--- src/rtl/assert_macros.svh ---
// Assertion macros for the segment table allocator.
// Define NO_ASSERTIONS to compile them out; no other dependencies.
`ifndef ASSERT_MACROS_SVH
`define ASSERT_MACROS_SVH
`ifndef NO_ASSERTIONS
`define STA_ASSERT(lbl, clk, rst, prop, msg) \
   lbl: assert property (@(posedge clk) disable iff (rst) prop) else $error(msg);
`define STA_ASSERT_ALWAYS(lbl, clk, prop, msg) \
   lbl: assert property (@(posedge clk) prop) else $error(msg);
`else
`define STA_ASSERT(lbl, clk, rst, prop, msg)
`define STA_ASSERT_ALWAYS(lbl, clk, prop, msg)
`endif
`endif

--- src/rtl/sta_pkg.sv ---
// Shared types and codes for the segment table allocator.
// No dependencies.
package sta_pkg;

   typedef struct packed {
      logic [31:0] virt_base;
      logic [31:0] phys_base;
      logic [31:0] size;
      logic [15:0] owner;
      logic        occupied;
   } entry_type;

   typedef struct packed {
      logic [2:0]  kind;
      logic [31:0] address;
      logic [31:0] phys_address;
      logic [31:0] amount;
      logic [15:0] owner;
   } req_type;

   typedef struct packed {
      logic [1:0]  status;
      logic [31:0] result_address;
   } rsp_type;

   localparam logic [2:0] KIND_ADD     = 3'd0;
   localparam logic [2:0] KIND_FIT     = 3'd1;
   localparam logic [2:0] KIND_FIXED   = 3'd2;
   localparam logic [2:0] KIND_FREE    = 3'd3;
   localparam logic [2:0] KIND_COMPACT = 3'd4;

   localparam logic [1:0] ST_DONE     = 2'd0;
   localparam logic [1:0] ST_NOFIT    = 2'd1;
   localparam logic [1:0] ST_FULL     = 2'd2;
   localparam logic [1:0] ST_NOTFOUND = 2'd3;

endpackage

--- src/rtl/sta_cell.sv ---
// One table slot of the rotating segment ring.
// Depends on sta_pkg.
module sta_cell (
   input  logic               clock,
   input  logic               shift,
   input  sta_pkg::entry_type entry_in,
   output sta_pkg::entry_type entry_out
);

   sta_pkg::entry_type entry_ff;

   always_ff @(posedge clock) begin
      if (shift) begin
         entry_ff <= entry_in;
      end
   end

   assign entry_out = entry_ff;

endmodule

--- src/rtl/sta_ctrl.sv ---
// Request sequencer: drives ring rotations, decides each slot as it passes the head.
// Depends on sta_pkg.
module sta_ctrl #(
   parameter int TABLE_ENTRIES = 64,
   parameter int PAGE_BYTES    = 4096
) (
   input  logic               clock,
   input  logic               reset,
   input  logic               start,
   output logic               busy,
   input  sta_pkg::req_type   req_data,
   output logic               rsp_valid,
   output sta_pkg::rsp_type   rsp_data,
   input  logic               csr_valid,
   output logic               csr_ready,
   input  logic [15:0]        csr_data,
   input  sta_pkg::entry_type head,
   input  sta_pkg::entry_type next,
   output logic               shift,
   output sta_pkg::entry_type tail
);

   localparam int IW = $clog2(TABLE_ENTRIES);
   localparam int CW = $clog2(TABLE_ENTRIES + 1);
   localparam logic [CW-1:0] N_C    = CW'(TABLE_ENTRIES);
   localparam logic [IW-1:0] K_LAST = IW'(TABLE_ENTRIES - 1);
   localparam logic [32:0]   PG_LOW = 33'(PAGE_BYTES - 1);

   localparam logic [2:0] S_IDLE  = 3'd0;
   localparam logic [2:0] S_PREP  = 3'd1;
   localparam logic [2:0] S_SCAN  = 3'd2;
   localparam logic [2:0] S_SORT  = 3'd3;
   localparam logic [2:0] S_MERGE = 3'd4;
   localparam logic [2:0] S_DONE  = 3'd5;

   logic [2:0]         state_ff, state_in;
   sta_pkg::req_type   req_ff, req_in;
   logic [IW-1:0]      k_ff, k_in;
   logic [CW-1:0]      pass_ff, pass_in;
   logic [CW-1:0]      count_ff, count_in;
   logic               found_ff, found_in;
   logic               merged_ff, merged_in;
   logic [1:0]         status_ff, status_in;
   logic [31:0]        res_ff, res_in;
   logic [1:0]         napp_ff, napp_in;
   sta_pkg::entry_type app0_ff, app0_in;
   sta_pkg::entry_type app1_ff, app1_in;
   sta_pkg::entry_type carry_ff, carry_in;
   logic [15:0]        kern_ff, kern_in;
   logic [31:0]        page_ff, page_in;
   logic [32:0]        alloc_ff, alloc_in;
   logic [32:0]        pend_ff, pend_in;

   logic [CW-1:0]      kc;
   logic               in_tbl, at_app0, at_app1;
   logic [32:0]        seg_end;
   logic               fix_fit, need_over;
   logic [31:0]        left_sz, right_sz, pbase;
   logic [1:0]         need;
   sta_pkg::entry_type left_e, right_e;

   assign kc      = CW'(k_ff);
   assign in_tbl  = kc < count_ff;
   assign at_app0 = (napp_ff != 2'd0) && (kc == count_ff);
   assign at_app1 = (napp_ff == 2'd2) && ((CW+1)'(k_ff) == (CW+1)'(count_ff) + 1'b1);

   assign page_in  = req_data.address & ~PG_LOW[31:0];
   assign alloc_in = ({1'b0, req_data.amount} + PG_LOW) & ~PG_LOW;

   // fixed-address window test on the head slot
   assign seg_end   = {1'b0, head.virt_base} + {1'b0, head.size};
   assign fix_fit   = !head.occupied && !alloc_ff[32] && (head.virt_base <= page_ff)
                      && (pend_ff <= seg_end);
   assign left_sz   = page_ff - head.virt_base;
   assign right_sz  = 32'(seg_end - pend_ff);
   assign need      = 2'(left_sz != 32'd0) + 2'(right_sz != 32'd0);
   assign need_over = ((CW+1)'(count_ff) + (CW+1)'(need)) > (CW+1)'(N_C);
   assign pbase     = head.phys_base + left_sz;

   always_comb begin
      left_e.virt_base  = head.virt_base;
      left_e.phys_base  = head.phys_base;
      left_e.size       = left_sz;
      left_e.owner      = head.owner;
      left_e.occupied   = 1'b0;
      right_e.virt_base = pend_ff[31:0];
      right_e.phys_base = pbase + alloc_ff[31:0];
      right_e.size      = right_sz;
      right_e.owner     = head.owner;
      right_e.occupied  = 1'b0;
   end

   always_comb begin
      state_in  = state_ff;
      req_in    = req_ff;
      k_in      = k_ff;
      pass_in   = pass_ff;
      count_in  = count_ff;
      found_in  = found_ff;
      merged_in = merged_ff;
      status_in = status_ff;
      res_in    = res_ff;
      napp_in   = napp_ff;
      app0_in   = app0_ff;
      app1_in   = app1_ff;
      carry_in  = carry_ff;
      kern_in   = kern_ff;
      pend_in   = pend_ff;
      tail      = head;

      if (csr_valid) begin
         kern_in = csr_data;
      end

      case (state_ff)
         S_IDLE: begin
            if (start) begin
               req_in    = req_data;
               k_in      = '0;
               pass_in   = '0;
               found_in  = 1'b0;
               merged_in = 1'b0;
               napp_in   = 2'd0;
               res_in    = 32'd0;
               state_in  = S_PREP;
               case (req_data.kind)
                  sta_pkg::KIND_ADD: begin
                     if (count_ff >= N_C) begin
                        status_in = sta_pkg::ST_FULL;
                     end else begin
                        status_in         = sta_pkg::ST_DONE;
                        napp_in           = 2'd1;
                        app0_in.virt_base = req_data.address;
                        app0_in.phys_base = req_data.phys_address;
                        app0_in.size      = req_data.amount;
                        app0_in.owner     = 16'd0;
                        app0_in.occupied  = 1'b0;
                        res_in            = req_data.address;
                     end
                  end
                  sta_pkg::KIND_FIT,
                  sta_pkg::KIND_FIXED: status_in = sta_pkg::ST_NOFIT;
                  sta_pkg::KIND_FREE:  status_in = sta_pkg::ST_NOTFOUND;
                  default:             status_in = sta_pkg::ST_DONE;
               endcase
            end
         end

         S_PREP: begin
            pend_in  = {1'b0, page_ff} + alloc_ff;
            state_in = (req_ff.kind == sta_pkg::KIND_COMPACT) ? S_SORT : S_SCAN;
         end

         S_SCAN: begin
            if (at_app0) begin
               tail = app0_ff;
            end else if (at_app1) begin
               tail = app1_ff;
            end else if (in_tbl && !found_ff) begin
               case (req_ff.kind)
                  sta_pkg::KIND_FIT: begin
                     if (!head.occupied && head.size >= req_ff.amount) begin
                        found_in = 1'b1;
                        if (head.size == req_ff.amount) begin
                           tail.occupied = 1'b1;
                           tail.owner    = req_ff.owner;
                           status_in     = sta_pkg::ST_DONE;
                           res_in        = head.virt_base;
                        end else if (count_ff >= N_C) begin
                           status_in = sta_pkg::ST_FULL;
                        end else begin
                           app0_in.virt_base = head.virt_base;
                           app0_in.phys_base = head.phys_base;
                           app0_in.size      = req_ff.amount;
                           app0_in.owner     = req_ff.owner;
                           app0_in.occupied  = 1'b1;
                           napp_in           = 2'd1;
                           tail.virt_base    = head.virt_base + req_ff.amount;
                           tail.phys_base    = head.phys_base + req_ff.amount;
                           tail.size         = head.size - req_ff.amount;
                           status_in         = sta_pkg::ST_DONE;
                           res_in            = head.virt_base;
                        end
                     end
                  end
                  sta_pkg::KIND_FIXED: begin
                     if (fix_fit) begin
                        found_in = 1'b1;
                        if (need_over) begin
                           status_in = sta_pkg::ST_FULL;
                        end else begin
                           if (left_sz != 32'd0) begin
                              app0_in = left_e;
                              app1_in = right_e;
                           end else begin
                              app0_in = right_e;
                           end
                           napp_in        = need;
                           tail.virt_base = page_ff;
                           tail.phys_base = pbase;
                           tail.size      = alloc_ff[31:0];
                           tail.owner     = req_ff.owner;
                           tail.occupied  = 1'b1;
                           status_in      = sta_pkg::ST_DONE;
                           res_in         = page_ff;
                        end
                     end
                  end
                  sta_pkg::KIND_FREE: begin
                     if ((head.owner == req_ff.owner || req_ff.owner == kern_ff)
                         && head.virt_base == req_ff.address) begin
                        found_in      = 1'b1;
                        tail.occupied = 1'b0;
                        tail.owner    = 16'd0;
                        status_in     = sta_pkg::ST_DONE;
                        res_in        = req_ff.address;
                     end
                  end
                  default: ;
               endcase
            end
            if (k_ff == K_LAST) begin
               k_in     = '0;
               count_in = count_ff + CW'(napp_ff);
               state_in = S_DONE;
            end else begin
               k_in = k_ff + 1'b1;
            end
         end

         // exchange sort: carry holds slot pass_ff, written back next rotation
         S_SORT: begin
            if (pass_ff != '0 && kc == pass_ff - 1'b1) begin
               tail = carry_ff;
            end else if (pass_ff < count_ff && kc == pass_ff) begin
               carry_in = head;
            end else if (pass_ff < count_ff && kc > pass_ff && in_tbl
                         && carry_ff.virt_base > head.virt_base) begin
               tail     = carry_ff;
               carry_in = head;
            end
            if (k_ff == K_LAST) begin
               k_in = '0;
               if (pass_ff == count_ff) begin
                  state_in = S_MERGE;
               end else begin
                  pass_in = pass_ff + 1'b1;
               end
            end else begin
               k_in = k_ff + 1'b1;
            end
         end

         // one merge per rotation; later slots close up by one
         S_MERGE: begin
            if (merged_ff) begin
               tail = next;
            end else if (((CW+1)'(k_ff) + 1'b1) < (CW+1)'(count_ff)
                         && !head.occupied && !next.occupied) begin
               tail.size = head.size + next.size;
               merged_in = 1'b1;
            end
            if (k_ff == K_LAST) begin
               k_in = '0;
               if (merged_ff) begin
                  count_in  = count_ff - 1'b1;
                  merged_in = 1'b0;
               end else begin
                  state_in = S_DONE;
               end
            end else begin
               k_in = k_ff + 1'b1;
            end
         end

         S_DONE: begin
            state_in = S_IDLE;
         end

         default: begin
            state_in = S_IDLE;
         end
      endcase
   end

   always_ff @(posedge clock) begin
      if (reset) begin
         state_ff  <= S_IDLE;
         count_ff  <= '0;
         kern_ff   <= 16'd1;
         k_ff      <= '0;
         pass_ff   <= '0;
         found_ff  <= 1'b0;
         merged_ff <= 1'b0;
         napp_ff   <= 2'd0;
      end else begin
         state_ff  <= state_in;
         count_ff  <= count_in;
         kern_ff   <= kern_in;
         k_ff      <= k_in;
         pass_ff   <= pass_in;
         found_ff  <= found_in;
         merged_ff <= merged_in;
         napp_ff   <= napp_in;
      end
   end

   always_ff @(posedge clock) begin
      req_ff    <= req_in;
      status_ff <= status_in;
      res_ff    <= res_in;
      app0_ff   <= app0_in;
      app1_ff   <= app1_in;
      carry_ff  <= carry_in;
      pend_ff   <= pend_in;
      if (state_ff == S_IDLE) begin
         page_ff  <= page_in;
         alloc_ff <= alloc_in;
      end
   end

   assign busy      = (state_ff != S_IDLE);
   assign shift     = (state_ff == S_SCAN) || (state_ff == S_SORT) || (state_ff == S_MERGE);
   assign rsp_valid = (state_ff == S_DONE);
   assign csr_ready = 1'b1;
   assign rsp_data.status         = status_ff;
   assign rsp_data.result_address = (status_ff == sta_pkg::ST_DONE) ? res_ff : 32'd0;

endmodule

--- src/rtl/segment_table_allocator.sv ---
// Segment table allocator top level: ring of table slots plus the request sequencer.
// Depends on sta_pkg, sta_cell, sta_ctrl and assert_macros.svh.
//
// A request is taken when start is high and busy is low; busy stays high until
// the result has been shown. The result appears on rsp_data for exactly one
// cycle with rsp_valid high, and the receiver cannot hold it off.
// The table lives in a ring of TABLE_ENTRIES cells that rotates one slot per
// cycle past the sequencer while a request is scanning, sorting or merging.
// Add, allocate and free take a prepare step, one pass of the ring and a done
// step; the next request can be taken in the cycle after the result.
// Compact: (entries + 1) sort rotations plus (merges + 1) merge rotations,
// between the same prepare and done steps.
// One request is in flight at a time.
// kernel_owner is written through csr_valid/csr_data (always ready); the user
// must write it only while idle: the block does not enforce this. Reset empties
// the table and sets kernel_owner to 1; the block is ready in the next cycle.
`include "assert_macros.svh"
module segment_table_allocator #(
   parameter int TABLE_ENTRIES = 64,
   parameter int PAGE_BYTES    = 4096
) (
   input  logic             clock,
   input  logic             reset,
   input  logic             start,
   output logic             busy,
   input  sta_pkg::req_type req_data,
   output logic             rsp_valid,
   output sta_pkg::rsp_type rsp_data,
   input  logic             csr_valid,
   output logic             csr_ready,
   input  logic [15:0]      csr_data
);

   sta_pkg::entry_type ring [TABLE_ENTRIES];
   sta_pkg::entry_type tail;
   logic               shift;

   sta_ctrl #(
      .TABLE_ENTRIES (TABLE_ENTRIES),
      .PAGE_BYTES    (PAGE_BYTES)
   ) u_ctrl (
      .clock     (clock),
      .reset     (reset),
      .start     (start),
      .busy      (busy),
      .req_data  (req_data),
      .rsp_valid (rsp_valid),
      .rsp_data  (rsp_data),
      .csr_valid (csr_valid),
      .csr_ready (csr_ready),
      .csr_data  (csr_data),
      .head      (ring[0]),
      .next      (ring[1]),
      .shift     (shift),
      .tail      (tail)
   );

   for (genvar c = 0; c < TABLE_ENTRIES; c++) begin : g_cell
      if (c == TABLE_ENTRIES - 1) begin : g_last
         sta_cell u_cell (
            .clock     (clock),
            .shift     (shift),
            .entry_in  (tail),
            .entry_out (ring[c])
         );
      end else begin : g_mid
         sta_cell u_cell (
            .clock     (clock),
            .shift     (shift),
            .entry_in  (ring[c+1]),
            .entry_out (ring[c])
         );
      end
   end

   `STA_ASSERT(a_rsp_while_busy, clock, reset, rsp_valid |-> busy, "response outside busy")
   `STA_ASSERT(a_accept_busy, clock, reset, (start && !busy) |=> busy, "accept without busy")
   `STA_ASSERT(a_rsp_single, clock, reset, rsp_valid |=> !rsp_valid, "response repeated")
   `STA_ASSERT(a_shift_no_rsp, clock, reset, shift |-> (busy && !rsp_valid), "ring moved badly")

endmodule
--- config.mk ---
export PLATFORM = sky130hd
export DESIGN_NAME = segment_table_allocator
export DESIGN_NICKNAME = d
export VERILOG_FILES = /design/src/rtl/sta_pkg.sv /design/src/rtl/sta_cell.sv /design/src/rtl/sta_ctrl.sv /design/src/rtl/segment_table_allocator.sv
export VERILOG_INCLUDE_DIRS = /design/src /design/src/rtl
export SDC_FILE = /design/constraint.sdc
export NUM_CORES = 2
export LEC_CHECK = 0
export ABC_AREA = 1
export ABC_CLOCK_PERIOD_IN_PS = 166700
export BUFFER_PORTS_ARGS = -buffer_cell sky130_fd_sc_hd__buf_2
export CORE_MARGIN = 3
export CORE_UTILIZATION = 55
export DETAILED_ROUTE_END_ITERATION = 8
export PLACE_DENSITY_LB_ADDON = 0.3
export SYNTH_ARGS = -nofsm -noshare
export SYNTH_HDL_FRONTEND = slang
export SYNTH_SLANG_ARGS = --single-unit
--- constraint.sdc ---
create_clock -name clock -period 166.7 [get_ports clock]
set_clock_uncertainty 0.05 [all_clocks]
set_input_delay 33.34 -clock clock [delete_from_list [all_inputs] [get_ports clock]]
set_output_delay 33.34 -clock clock [all_outputs]
set_load 0.02 [all_outputs]
## Word level (Yosys, flattened, before mapping)

Cells that the tools add are included.

- Logic and storage cells: 590
- Output and inout port bits: 37
- Register bits: 7804

- $add $sub $neg: 20
- Multiplexer cells: 110
- Reductions and logical operators: 50
- Bitwise operators: 4
- Equality and inequality tests: 45
- Order comparisons: 10

Operator list:

| operator | count |
|---|---|
| 2-to-1 mux 113 bit | 23 |
| 2-to-1 mux 32 bit | 15 |
| case mux 113 bit (2 select lines) | 2 |
| case mux 113 bit (3 select lines) | 1 |
| 2-to-1 mux 96 bit | 2 |
| case mux 96 bit (2 select lines) | 1 |
| adder 32 bit | 5 |
| case mux 32 bit (3 select lines) | 1 |
| subtractor 32 bit | 3 |
| == test 32 bit | 2 |
| 2-to-1 mux 64 bit | 1 |
| case mux 32 bit (2 select lines) | 1 |
| nonzero test 32 bit | 2 |
| 2-to-1 mux 17 bit | 3 |
| case mux 17 bit (3 select lines) | 1 |
| 2-to-1 mux 7 bit | 6 |
| 2-to-1 mux 2 bit | 20 |
| adder 32 x 12 -> 33 bit, second input constant | 1 |
| adder 32 x 32 -> 33 bit | 1 |
| adder 32 x 33 -> 33 bit | 1 |
| less-or-equal comparator 33 bit | 1 |
| == test 16 bit | 2 |
| >= comparator 32 bit | 1 |
| greater-than comparator 32 bit | 1 |
| 57 further kinds | 142 |

## Depth between registers and ports, before layout

- Word-level depth: 13
- Depth in mapped cells: 51

## Cells and area by module

From an unflattened synthesis, not the netlist that was laid out.

- Cells, all modules: 15392
- Area total of the unflattened synthesis: 271024.9 µm²

Modules (own cells, without submodules):

| module | cells an instance | instances | area each (µm²) | sequential area each (µm²) |
|---|---|---|---|---|
| sta_cell | 113 | 64 | 3393.3 | 3393.3 |
| sta_ctrl | 8160 | 1 | 53856.7 | 16025.4 |

## Worst setup path after synthesis

OpenSTA, ideal clock, no wires.

- Path type: reg2reg
- Start: reg u_ctrl.state_ff[1]
- End: reg g_cell[0].g_mid.u_cell.entry_ff (netlist bit g_cell[0].g_mid.u_cell.entry_out[0]), enable pin
- Slack: 18.596 ns
- Library setup time: 7.578 ns
- Cell stages (with the launch flop): 7
- Arrival time: 140.476 ns
- Cell sequence: dfxtp_1 > inv_1 > nor3_2 > nor2_1 > inv_2 > clkbuf_1 > clkbuf_1

- Cells in the longest elaborated chain, start to end: 3
- Elaborated cells between the ends (all ways): 5

Ends and longest elaborated chain:

| element | line | RTL |
|---|---|---|
| start: declaration | sta_ctrl.sv:36 | `logic [2:0] state_ff, state_in;` |
| start signal: assignment | sta_ctrl.sv:297 | `state_ff <= state_in;` |
| == test 3 x 2 -> 1 bit | sta_ctrl.sv:323 | `assign shift = (state_ff == S_SCAN) \|\| (state_ff == S_SORT) \|\| (state_ff == S_MERGE);` |
| logical OR 1 bit | sta_ctrl.sv:323 |  |
| logical OR 1 bit * | sta_ctrl.sv:323 |  |
| net g_cell[0].g_mid.u_cell.shift | sta_cell.sv:5 | `input logic shift,` |
| end signal: assignment | sta_cell.sv:14 | `entry_ff <= entry_in;` |
| end: declaration | sta_cell.sv:10 | `sta_pkg::entry_type entry_ff;` |

Mark *: on every way through the listed nets, which the timed path passes. The rest lies on a longest branch.
A chain may end at the register's enable or synchronous reset.

==> flow_metrics.py <==
metrics = {
    "status": {
        "status": "complete, no violations",
    },
    "sta": {
        "relSlewSlack_pct": 19.0,
        "setup_viol": 0,
        "fin_crit_ns": 36.11,
        "worst_slew_pin_slew_ns": 1.21,
        "hold_viol_final": 0,
        "tns_ns": 0,
        "slew_viol_final": 0,
        "rsz0062_at_grt": "no",
        "fmax_mhz": 27.7,
        "finalCritPeriodShare_pct": 21.7,
    },
    "logic_synthesis": {
        "synth_top_area_share_pct": 85.7,
        "synthMuxAreaShare_pct": 0,
        "synth_cell_types": 60,
        "ys.flop_type": "edfxtp_1",
        "syn_inst": 11000,
        "ys_seq_elements": 5636,
        "synth_edf_count": 5593,
        "avgSynthCellArea_um2": 17.9,
        "postSynth.asyncResetShare_pct": 0,
        "syn-cell-area_um2": 196000,
        "synth-xor-area-share_pct": 0.903,
        "yosysWarnings": 0,
        "synth_area_leaders": "edfxtp_1, nand2_1, ha_1",
        "synth_compound_area_share_pct": 3.68,
        "synth_seq_area_share_pct": 86.2,
        "synthAdderAreaFrac_pct": 1.88,
        "synth_top_family_by_area": "simple AND/OR/NAND/NOR gates",
        "syn-num-nets": 11400,
        "synth_simple_gate_area_share_pct": 5.42,
        "yosys.area.top_type": "edfxtp_1",
    },
    "floorplan": {
        "die_w_um": 603,
        "start_util_pct": 55.4,
        "die_h_um": 603,
        "core_area_um2": 353000,
        "die_area_um2": 363000,
        "rows": 218,
        "io_pins": 172,
    },
    "detailed_routing": {
        "drc_errors": 0,
        "antenna_left": 0,
        "drt_first_pass_iters": 6,
        "vias_per_cell": 5.53,
        "finalWirelength_um": 419000,
        "wl_per_cell_um": 25.0,
        "vias": 92700,
        "drtIter0Drc": 10700,
    },
    "placement": {
        "portBuffers": 138,
        "hpwl_um": 250000,
        "gp_congestion": 0.941,
    },
    "critical_path": {
        "rrSetupSlack_ns": 153.86,
        "critPathLaunchType": "flip-flop",
        "reg2reg_from": "g_cell[0].g_mid.u_cell.entry_out[81]",
        "required_ns": 133.31,
        "cp-end-kind": "output port",
        "rr_worst_depth": 40,
        "r2r-end": "u_ctrl.app1_ff[98]",
        "worstPathMaxFanout": 32,
        "path_class": "flip-flop to output port",
        "critPathArrivalTime_ns": 2.72,
        "cp-startpoint": "u_ctrl.status_ff[1]",
    },
    "finish": {
        "nFillCells": 24400,
        "nets": 12000,
        "seq_area_um2": 169000,
        "multiInputGateArea_um2": 23400,
        "area_growth_pct": 12.5,
        "drive_gt1_share_pct": 9.30,
    },
    "pwr": {
        "total_power_w": 0.00473,
        "vdd_drop_max_mv": 0.0191,
        "powerDensity_nw_per_um2": 21.5,
        "p_leak_nw": 76.4,
    },
    "clocking": {
        "cts-root-buf": "clkbuf_16",
        "cts_hold_buf": 0,
        "clkTransAtPathRegs_ns": 0.06,
        "cts_tree": "built",
        "cts_buffers": 542,
        "cts_resized": 0,
        "cts_setup_buffers": 0,
        "htreeDepth": 6,
        "cts_buffer_depth": 4,
        "cts_num_sinks": 5636,
        "insertion_delay_ns": 1.00,
    },
    "global_routing": {
        "grt_overflow": 0,
        "grt_max_degree": 222,
        "antenna_found_initial": 58,
        "gr-usage-all-layers_pct": 23.1,
        "grt_pass1_wl_um": 617000,
        "grt_pass1_vias": 92100,
    },
    "run": {
        "max_cap_viol_count": 0,
    },
    "worst_hold_path": {
        "min-delay-start": "g_cell[52].g_mid.u_cell.entry_out[88]",
        "hp-class": "flip-flop to flip-flop",
        "min_to": "g_cell[51].g_mid.u_cell.entry_out[88]",
        "min_path_cells": 0,
    },
}
==> cells in the final DEF (no fill, tap or decap), types with 17 or more instances in the layout <==
cell       count
edfxtp_1    5593
nand2_1     1533
inv_1        763
clkbuf_16    548
a21oi_1      509
nor2_1       484
o21ai_0      433
ha_1         281
nand3_1      270
buf_2        138
buf_4        135
clkinv_1     120
xor2_1       120
nand4_1      107
clkbuf_1     107
clkinv_2      90
xnor2_1       82
o22ai_1       59
o211ai_1      53
dfxtp_1       43
nor3_1        42
o21a_1        36
bufinv_16     33
diode_2       32
or2_2         31
inv_6         27
a21o_1        26
o21bai_1      26
a221oi_1      26
o2111ai_1     22
clkinv_16     19
o21ai_1       17
==> registers in the layout, summed over array words and instances (netlist names), 16 cells and up <==
register and flops:
u_ctrl.carry_ff 81, u_ctrl.req_ff 83, u_ctrl.app1_ff 68, u_ctrl.pend_ff 21
g_cell.g_mid.u_cell.entry_out 5103, u_ctrl.res_ff 32, u_ctrl.kern_ff 16, g_cell.g_last.u_cell.entry_out 81
u_ctrl.alloc_ff 21, u_ctrl.app0_ff 81, u_ctrl.page_ff 20
==> cell type report <==
type | count | share of cell area [%]
clock inverters | 314 | 1.42
well taps | 4730 | 2.69
inverters | 783 | 1.34
repair buffers | 282 | 0.855
flip-flops and latches | 5636 | 76.6
multi-input cells | 4330 | 10.6
clock buffers | 656 | 6.41
diodes | 32 | 0.0363
==> worst max-delay path by stage <==
stage	endpoint	slack (ns)	depth (start not counted)
global route	rsp_data[26]	130.47	3
global placement	u_ctrl.alloc_ff[31]	130.12	20
floorplan	g_cell[0].g_mid.u_cell.entry_out[0]	18.60	6
CTS	rsp_data[26]	130.47	3
detailed placement	u_ctrl.alloc_ff[31]	130.23	20
finish	rsp_data[26]	130.59	3
==> stage by stage <==
stage | hold WS [ns] | area [µm²] | utilization, % | instances | setup slack [ns]
2_1_floorplan | 0.350 | 196000 | - | 11000 | 18.60
3_3_place_gp | 0.350 | 203000 | 57.4 | 15800 | 130.12
3_5_place_dp | 0.355 | 203000 | 57.4 | 15800 | 130.23
4_1_cts | 0.332 | 220000 | 62.3 | 16700 | 130.47
5_1_grt | 0.348 | 220000 | 62.3 | 16700 | 130.47
6_report | 0.332 | 220000 | 62.3 | 16800 | 130.59
==> synthesized netlist by cell type (all sizes together) (14+ instances only) <==
cell type,number
a21o,27
a21oi,512
a221oi,26
a31oi,16
buf,52
clkbuf,169
dfxtp,43
edfxtp,5593
ha,281
inv,775
nand2,1537
nand3,276
nand3b,16
nand4,107
nor2,501
nor3,47
nor4,16
o2111ai,22
o211ai,53
o21a,36
o21ai,450
o21bai,26
o221ai,14
o22ai,59
or2,33
xnor2,82
xor2,120
==> critical path: stages, from the launching register on <==
cell and delay (ns):
edfxtp_1 0.52, or2_2 0.65, nor2_1 0.29, buf_2 0.21
==> cell families (layout without fill, tap and decap cells) <==
group,after synthesis,after routing
DFF,5636,5636
AOI/OAI and AO/OA,1281,1281
xor gates and xnor gates,202,202
and+or+nand+nor,2557,2557
buffers and inverters,1004,2035
other,1,33
adders and majority gates,289,289
==> metal layers <==
layer | GRT usage (%) | routed length (µm) | up-vias
met4 | 9.48 | 18200 | 14
met2 | 35.1 | 193000 | 3447
met1 | 33.7 | 180000 | 46400
li1 | - | - | 41900
met5 | 0 | 89 | -
met3 | 3.97 | 27500 | 933
==> report_power, final <==
group	switching (W)	internal, W
clock network	0.000524	0.000664
logic	0.000729	0.000200
registers	0.000217	0.00240
No activity file was read; power rests on OpenSTA's default activity.
